[src/rtl/spq_pkg.sv]
// Shared types and codes for the stable priority queue.
`timescale 1ns / 1ps
package spq_pkg;

    localparam logic [1:0] REQ_ENQUEUE = 2'd0;
    localparam logic [1:0] REQ_DEQUEUE = 2'd1;
    localparam logic [1:0] REQ_PEEK    = 2'd2;

    localparam logic [1:0] ST_OK    = 2'd0;
    localparam logic [1:0] ST_EMPTY = 2'd1;
    localparam logic [1:0] ST_FULL  = 2'd2;

    localparam logic signed [31:0] VALUE_EMPTY = -32'sd1;

    typedef struct packed {
        logic [1:0]         req_type;
        logic signed [31:0] item_value;
        logic [7:0]         item_priority;
    } req_t;

    typedef struct packed {
        logic signed [31:0] result_value;
        logic [1:0]         status;
        logic [4:0]         entry_count;
    } rsp_t;

    // One stored entry of the sorted chain.
    typedef struct packed {
        logic signed [31:0] value;
        logic [7:0]         prio;
    } entry_t;

    // Per-cycle command broadcast to every cell.
    typedef struct packed {
        logic ins;
        logic del;
    } cell_ctrl_t;

endpackage

[src/rtl/spq_cell.sv]
// One cell of the sorted chain: holds an entry, shifts toward either neighbor.
`timescale 1ns / 1ps
module spq_cell
(
    input  logic                clk,
    input  spq_pkg::cell_ctrl_t ctrl,
    input  spq_pkg::entry_t     new_entry,
    input  logic                occupied,
    input  logic                prev_stay,
    input  spq_pkg::entry_t     prev_entry,
    input  spq_pkg::entry_t     next_entry,
    output logic                stay,
    output spq_pkg::entry_t     entry
);

    spq_pkg::entry_t entry_reg;
    spq_pkg::entry_t entry_next;

    // Keep an occupied entry when it outranks or ties the incoming one.
    assign stay  = occupied && (entry_reg.prio >= new_entry.prio);
    assign entry = entry_reg;

    always_comb
    begin
        entry_next = entry_reg;
        if (ctrl.ins && !stay)
        begin
            // The first cell that yields takes the new entry, the rest shift back.
            entry_next = prev_stay ? new_entry : prev_entry;
        end
        else if (ctrl.del)
        begin
            entry_next = next_entry;
        end
    end

    always_ff @(posedge clk)
    begin
        entry_reg <= entry_next;
    end

endmodule

[src/rtl/stable_priority_queue.sv]
// Top level of the stable priority queue: cell chain, entry count, result register.
//
// Usage: drive req with start high while busy is low; that beat is accepted.
// req.req_type selects enqueue, dequeue or peek. Enqueue places the value
// behind every stored entry of equal or higher priority, so ties leave first
// in, first out. Dequeue returns and removes the front value, peek returns it
// and keeps it. An empty queue answers -1 with an empty status; a full queue
// refuses an enqueue with a full status.
// The result beat appears on rsp with done high in the cycle after
// the accepting edge, for exactly one cycle. The queue takes one request per
// cycle; every cell compares against the incoming priority and shifts in
// parallel, so busy stays low.
// Reset: rst_n clears the entry count and the result strobe; stored entries
// are not cleared and are never read before they are written.
// The receiver cannot stall: each result is taken on the cycle it is shown.
`timescale 1ns / 1ps
module stable_priority_queue
#(
    parameter int QUEUE_DEPTH = 16
)
(
    input  logic          clk,
    input  logic          rst_n,
    input  logic          start,
    output logic          busy,
    input  spq_pkg::req_t req,
    output logic          done,
    output spq_pkg::rsp_t rsp
);

    localparam int CW = $clog2(QUEUE_DEPTH + 1);

    logic [CW-1:0]       count_reg;
    logic [CW-1:0]       count_next;
    logic                done_reg;
    spq_pkg::rsp_t       rsp_reg;
    spq_pkg::rsp_t       rsp_next;
    spq_pkg::cell_ctrl_t ctrl;
    spq_pkg::entry_t     new_entry;
    spq_pkg::entry_t     entry_w [QUEUE_DEPTH];
    logic                stay_w  [QUEUE_DEPTH];
    logic                accept;
    logic                empty;
    logic                full;
    logic [31:0]         count_ext;

    assign busy   = 1'b0;
    assign accept = start && !busy;
    assign empty  = (count_reg == '0);
    assign full   = (count_reg == CW'(QUEUE_DEPTH));

    assign new_entry.value = req.item_value;
    assign new_entry.prio  = req.item_priority;

    always_comb
    begin
        ctrl       = '0;
        count_next = count_reg;
        rsp_next   = '0;
        rsp_next.status = spq_pkg::ST_OK;
        if (accept)
        begin
            case (req.req_type)
                spq_pkg::REQ_ENQUEUE:
                begin
                    if (full)
                    begin
                        rsp_next.status = spq_pkg::ST_FULL;
                    end
                    else
                    begin
                        ctrl.ins   = 1'b1;
                        count_next = count_reg + 1'b1;
                    end
                end
                spq_pkg::REQ_DEQUEUE,
                spq_pkg::REQ_PEEK:
                begin
                    if (empty)
                    begin
                        rsp_next.result_value = spq_pkg::VALUE_EMPTY;
                        rsp_next.status       = spq_pkg::ST_EMPTY;
                    end
                    else
                    begin
                        rsp_next.result_value = entry_w[0].value;
                        if (req.req_type == spq_pkg::REQ_DEQUEUE)
                        begin
                            ctrl.del   = 1'b1;
                            count_next = count_reg - 1'b1;
                        end
                    end
                end
                default:
                begin
                    // Unused code: leave the queue as it is.
                    count_next = count_reg;
                end
            endcase
        end
        count_ext            = 32'(count_next);
        rsp_next.entry_count = count_ext[4:0];
    end

    for (genvar i = 0; i < QUEUE_DEPTH; i++)
    begin : g_cell
        spq_pkg::entry_t prev_entry;
        spq_pkg::entry_t next_entry;
        logic            prev_stay;

        if (i == 0)
        begin : g_head
            assign prev_entry = new_entry;
            assign prev_stay  = 1'b1;
        end
        else
        begin : g_body
            assign prev_entry = entry_w[i-1];
            assign prev_stay  = stay_w[i-1];
        end

        if (i == QUEUE_DEPTH - 1)
        begin : g_tail
            assign next_entry = entry_w[i];
        end
        else
        begin : g_link
            assign next_entry = entry_w[i+1];
        end

        spq_cell u_cell
        (
            .clk        (clk),
            .ctrl       (ctrl),
            .new_entry  (new_entry),
            .occupied   (count_reg > CW'(i)),
            .prev_stay  (prev_stay),
            .prev_entry (prev_entry),
            .next_entry (next_entry),
            .stay       (stay_w[i]),
            .entry      (entry_w[i])
        );
    end

    always_ff @(posedge clk or negedge rst_n)
    begin
        if (!rst_n)
        begin
            count_reg <= '0;
            done_reg  <= 1'b0;
        end
        else
        begin
            count_reg <= count_next;
            done_reg  <= accept;
        end
    end

    always_ff @(posedge clk)
    begin
        rsp_reg <= rsp_next;
    end

    assign done = done_reg;
    assign rsp  = rsp_reg;

endmodule

[config.mk]
export PLATFORM = sky130hd
export DESIGN_NAME = stable_priority_queue
export DESIGN_NICKNAME = d
export VERILOG_FILES = /design/src/rtl/spq_pkg.sv /design/src/rtl/spq_cell.sv /design/src/rtl/stable_priority_queue.sv
export SDC_FILE = /design/constraint.sdc
export NUM_CORES = 2
export LEC_CHECK = 0
export ABC_AREA = 1
export ABC_CLOCK_PERIOD_IN_PS = 9500
export BUFFER_PORTS_ARGS = -buffer_cell sky130_fd_sc_hd__buf_2
export CORE_ASPECT_RATIO = 2
export CORE_MARGIN = 2
export CORE_UTILIZATION = 60
export CTS_BUF_LIST = sky130_fd_sc_hd__clkbuf_4 sky130_fd_sc_hd__clkbuf_8 sky130_fd_sc_hd__clkbuf_16
export DETAILED_ROUTE_END_ITERATION = 16
export GPL_ROUTABILITY_DRIVEN = 0
export PLACE_DENSITY = 0.81
export SLEW_MARGIN = 0
export SYNTH_ARGS = -nofsm -noshare
export SYNTH_HDL_FRONTEND = slang
export SYNTH_SLANG_ARGS = --single-unit
[constraint.sdc]
create_clock -name clk -period 9.5 [get_ports clk]
set_input_delay 0.95 -clock clk [delete_from_list [all_inputs] [get_ports clk]]
set_output_delay 0.95 -clock clk [all_outputs]
set_load 0.03 [all_outputs]
# Word-level counts from Yosys, hierarchy flattened
# Cells that the tools add are included.
# totals
register_bits	685
latch_bits	0
mem_bits_rw	0
rom_bits	0
in_bits	45
output_inout_bits	41
elab_cells	201
n_memories	0
# op_classes
add_sub_neg	2
mul	0
div_mod_pow	0
n_lt_le_gt_ge	32
eq_ne	3
shift	0
muxes	60
n_bitwise	0
reduce_logical	67
# op_table
operator	n
40-bit two-way mux	45
8-bit >= comparator	16
5-bit by 4-bit greater-than comparator with 1-bit output, second input constant	8
1-bit logical AND	32
32-bit two-way mux	1
2-bit nonzero test	15
5-bit by 3-bit greater-than comparator with 1-bit output, second input constant	4
5-bit two-way mux	4
1-bit zero test	16
5-bit by 1-bit greater-than comparator with 1-bit output, second input constant	2
5-bit by 2-bit greater-than comparator with 1-bit output, second input constant	2
5-bit one-hot mux with 2 select lines	1
1-bit two-way mux	6
5-bit by 1-bit adder with 5-bit output, second input constant	1
5-bit equality test, second input constant	1
5-bit zero test	1
5-bit by 1-bit subtractor with 5-bit output, second input constant	1
2-bit two-way mux	2
2-bit one-hot mux with 2 select lines	1
2-bit by 1-bit equality test with 1-bit output, second input constant	1
2-bit equality test, second input constant	1
2-bit zero test	1
2-bit AND reduction	1
2-bit OR reduction	1

# Longest topological paths before layout
# logic_depth
depth_word	7
mapped_depth	15
ltp_nobuf	14

# Hierarchy
# From an unflattened synthesis, not the netlist that was laid out.
# hier_totals
hier_cells	4350
hier_area_um2	42653.4
# modules_own_cells
module	n_inst	cells_each	area_per_inst_um2	seq_area_each_um2
spq_cell at g_cell[0].u_cell ...	9	257	2534.9	1201.2
spq_cell at g_cell[3].u_cell ...	7	257	2539.9	1201.2
stable_priority_queue	1	238	2059.5	930.9

# Least setup slack after synthesis
# Ideal clock, no wire load.
# synth_timing
path_type	in2reg
start	in req[5] (netlist bit)
end	reg g_cell[15].u_cell.entry_reg, in the netlist g_cell[15].u_cell.entry[0], enable pin
setup_ns	0.451
t_arrival_ns	4.188
required_ns	9.049
path_slack_ns	4.862
cell_stages	8
path_buffers	1
cell_sequence	clkbuf_1 > inv_1 > ha_1 > a21oi_1 > nor2_1 > nor2_1 > nand4_1 > a21oi_1
# synth_between
elab_chain_cells	4
# synth_rtl
item	line	source
from (decl)	stable_priority_queue.sv:26	input spq_pkg::req_t req,
8-bit >= comparator	spq_cell.sv:20	assign stay = occupied && (entry_reg.prio >= new_entry.prio);
1-bit logical AND	spq_cell.sv:20	
1-bit zero test	spq_cell.sv:26	if (ctrl.ins && !stay)
1-bit logical AND	spq_cell.sv:26	
to (signal assigned)	spq_cell.sv:39	entry_reg <= entry_next;
to (decl)	spq_cell.sv:16	spq_pkg::entry_t entry_reg;
# No other way between the ends.
# A chain may end at the register's enable or synchronous reset.

==> flow_metrics.tcl <==
set metrics [dict create \
    r2r-end "g_cell[8].u_cell.entry[16]$_DFFE_PP_" \
    startpoint "req[5]" \
    postRouteAntennaNets 0 \
    wl_per_cell_um 22.5 \
    yosys-mux-area-fraction_pct 0 \
    r2r-start "count_reg[1]$_DFF_PN0_" \
    yosysWarnings 0 \
    port-buffer-count 84 \
    met3_usage_pct 11.5 \
    first_pass_iters 7 \
    netlist-cell-type-count 30 \
    cts_tree "built" \
    max_freq_mhz 198 \
    hold_viol 0 \
    setup_tns_ps 0 \
    mostFrequentLayoutCells "nand2_1 (3,112), edfxtp_1 (640), nand3_1 (565)" \
    leakagePower_nw 20.9 \
    reg2reg_setup_slack_ps 4950 \
    met1_usage_pct 45.7 \
    post_cts_buffers 0 \
    fin_skew_ps 29.5 \
    dieHeight_um 368 \
    synth_fp_nets 5488 \
    gr-usage-met2_pct 61.4 \
    grt-busiest-layer "met2" \
    nNetsFinal 5362 \
    cts-resized-gates 0 \
    crit_end "g_cell[5].u_cell.entry[17]$_DFFE_PP_" \
    largest_reg_flops 640 \
    rsz0062_at_grt "false" \
    finalMaxSlewViolations 0 \
    rows 133 \
    cts.sinks 685 \
    via_count 37400 \
    cts_root_buffer "clkbuf_16" \
    arrival_ps 5550 \
    yosys.area_share.simple_pct 37.4 \
    synthArstFlopShare_pct 0.876 \
    fp.coreArea_um2 65700 \
    initial_core_util_pct 60.6 \
    drc 0 \
    clk_pin_slew_ps 70 \
    setup_violations 0 \
    numCtsBuffers 58 \
    cts_buffer_depth 3 \
    fillers 5484 \
    critPathMaxFanout 42 \
    slew_headroom_pct 18.2 \
    worstMarginPinSlew_ps 1220 \
    vdd_drop_max_v 0.000226 \
    hold_buffers 0 \
    path_class "input pin to register" \
    gr-total-overflow 0 \
    fp.dieW_um 186 \
    syn2layout_area_growth_pct 7.08 \
    final_layout_size_suffix_gt1_share_pct 5.95 \
    mostFrequentLayoutCell "nand2_1" \
    synthAdderAreaFrac_pct 4.30 \
    design_area_um2 42600 \
    ys_ff_latch 685 \
    totalWireLength_um 138000 \
    synth_flop_cell "edfxtp_1" \
    min_path_type "input pin to asynchronous set/reset pin" \
    syn-instance-count 5306 \
    drv_cap 0 \
    drtIter0Drc 5461 \
    syn_area_um2 39800 \
    min_period_over_period_pct 53.1 \
    critPathLaunchType "input pin" \
    cp-end-kind "register" \
    syn_avg_cell_area_um2 7.50 \
    r2r_cells 10 \
    htree_levels 2 \
    synth-edff-count 640 \
    grt_pass1_wl_um 206000 \
    seq_area_frac_synth_pct 50.6 \
    synth_top_family_by_area "simple AND/OR/NAND/NOR gates" \
    post-dp-hpwl_um 89800 \
    grt_max_degree 81 \
    via_per_inst 6.12 \
    p_per_area_nw_per_um2 224 \
    dieArea_um2 68600 \
    grt_pass1_vias 35800 \
    synth_compound_area_share_pct 2.47 \
    synthXorXnorAreaFrac_pct 0.0220 \
    grt_use_total_pct 40.2 \
    antenna_found_initial 4 \
    outcome "completed" \
    fin_crit_ps 5050 \
    utilization_pct 64.9 \
    clkLatencyLatePin_ps 660 \
    placedInstanceArea_um2 40600 \
    critPathRequiredTime_ps 10000 \
    pin_count 86 \
]
## cells by family (layout without fill, tap and decap cells)
| group | count (synthesis) | after routing |
|---|---|---|
| and+or+nand+nor | 3768 | 3768 |
| buffers and inverters | 528 | 451 |
| AOI/OAI and AO/OA | 186 | 186 |
| adders and majority gates | 137 | 137 |
| DFF | 685 | 685 |
| xor gates and xnor gates | 1 | 1 |
| other | 1 | 2 |
## cells in the mapped netlist, drive strengths merged (6+ instances only)
library cell	instances	area share, %
dfxtp	39	2.0
o21a	14	0.26
dfrtp	6	0.38
buf	78	0.98
edfxtp	640	48
o21ai	94	1.2
nand2	3130	30
clkbuf	268	2.5
ha	137	4.3
nand3	565	7.1
nor2	69	0.66
a21oi	73	0.92
inv	181	1.7
## worst max-delay path: stages
cell	delay, ps
buf_2	380
inv_1	560
ha_1	490
a21oi_1	600
o21a_1	180
nand2_1	50
buf_4	280
nand2_1	260
nand2_2	590
inv_2	770
nand2_1	220
nand2_1	110
## power by group
| group | switching (W) | total (W) | leakage [nW] | internal [W] |
|---|---|---|---|---|
| Combinational | 0.00222 | 0.00295 | 13.6 | 0.000737 |
| Clock | 0.00119 | 0.00262 | 1.00 | 0.00144 |
| Sequential | 0.000230 | 0.00399 | 6.35 | 0.00376 |
| Total | 0.00363 | 0.00957 | 20.9 | 0.00593 |
## cell type report
cell class / count / area (um2) / area share, %
multi-input combinational: 4093 / 17700 / 41.5
clock inverter: 43 / 502 / 1.18
tap: 877 / 1100 / 2.57
antenna: 1 / 2.50 / 0.00587
timing repair buffer: 160 / 991 / 2.32
clock buffer: 66 / 1530 / 3.59
sequential: 685 / 20100 / 47.3
inverter: 182 / 683 / 1.60
## layer usage
metal / part of all wire, % / vias up
li1: - / 16800
met1: 31 / 16600
met4: 10 / 6
met3: 14 / 917
met2: 44 / 3102
met5: 0.033 / -
## per-stage QoR
step                      worst slack (ps)  std cells  hold WS [ps]  total power (W)
after floorplan                       4860       5306           494          0.00587
after detailed placement              3830       5997           509          0.00683
after global routing                  4220       6107           190          0.00991
after CTS                             4460       6106           124          0.00941
final                                 4450       6107           194          0.00957
after global placement                3950       5997           510          0.00677
## how the worst min path moves through the flow
stage	start	endpoint	slack (ps)	depth (start not counted)
2_1_floorplan	g_cell[15].u_cell.entry[10]$_DFFE_PP_	g_cell[14].u_cell.entry[10]$_DFFE_PP_	490	2
3_3_place_gp	g_cell[0].u_cell.entry[39]$_DFFE_PP_	rsp[38]$_SDFF_PN0_	510	2
3_5_place_dp	g_cell[15].u_cell.entry[30]$_DFFE_PP_	g_cell[14].u_cell.entry[30]$_DFFE_PP_	510	2
4_1_cts	rst_n	done$_DFF_PN0_	120	1
5_1_grt	rst_n	done$_DFF_PN0_	190	1
6_report	rst_n	count_reg[2]$_DFF_PN0_	190	1
(Power assumes the default switching activity.)
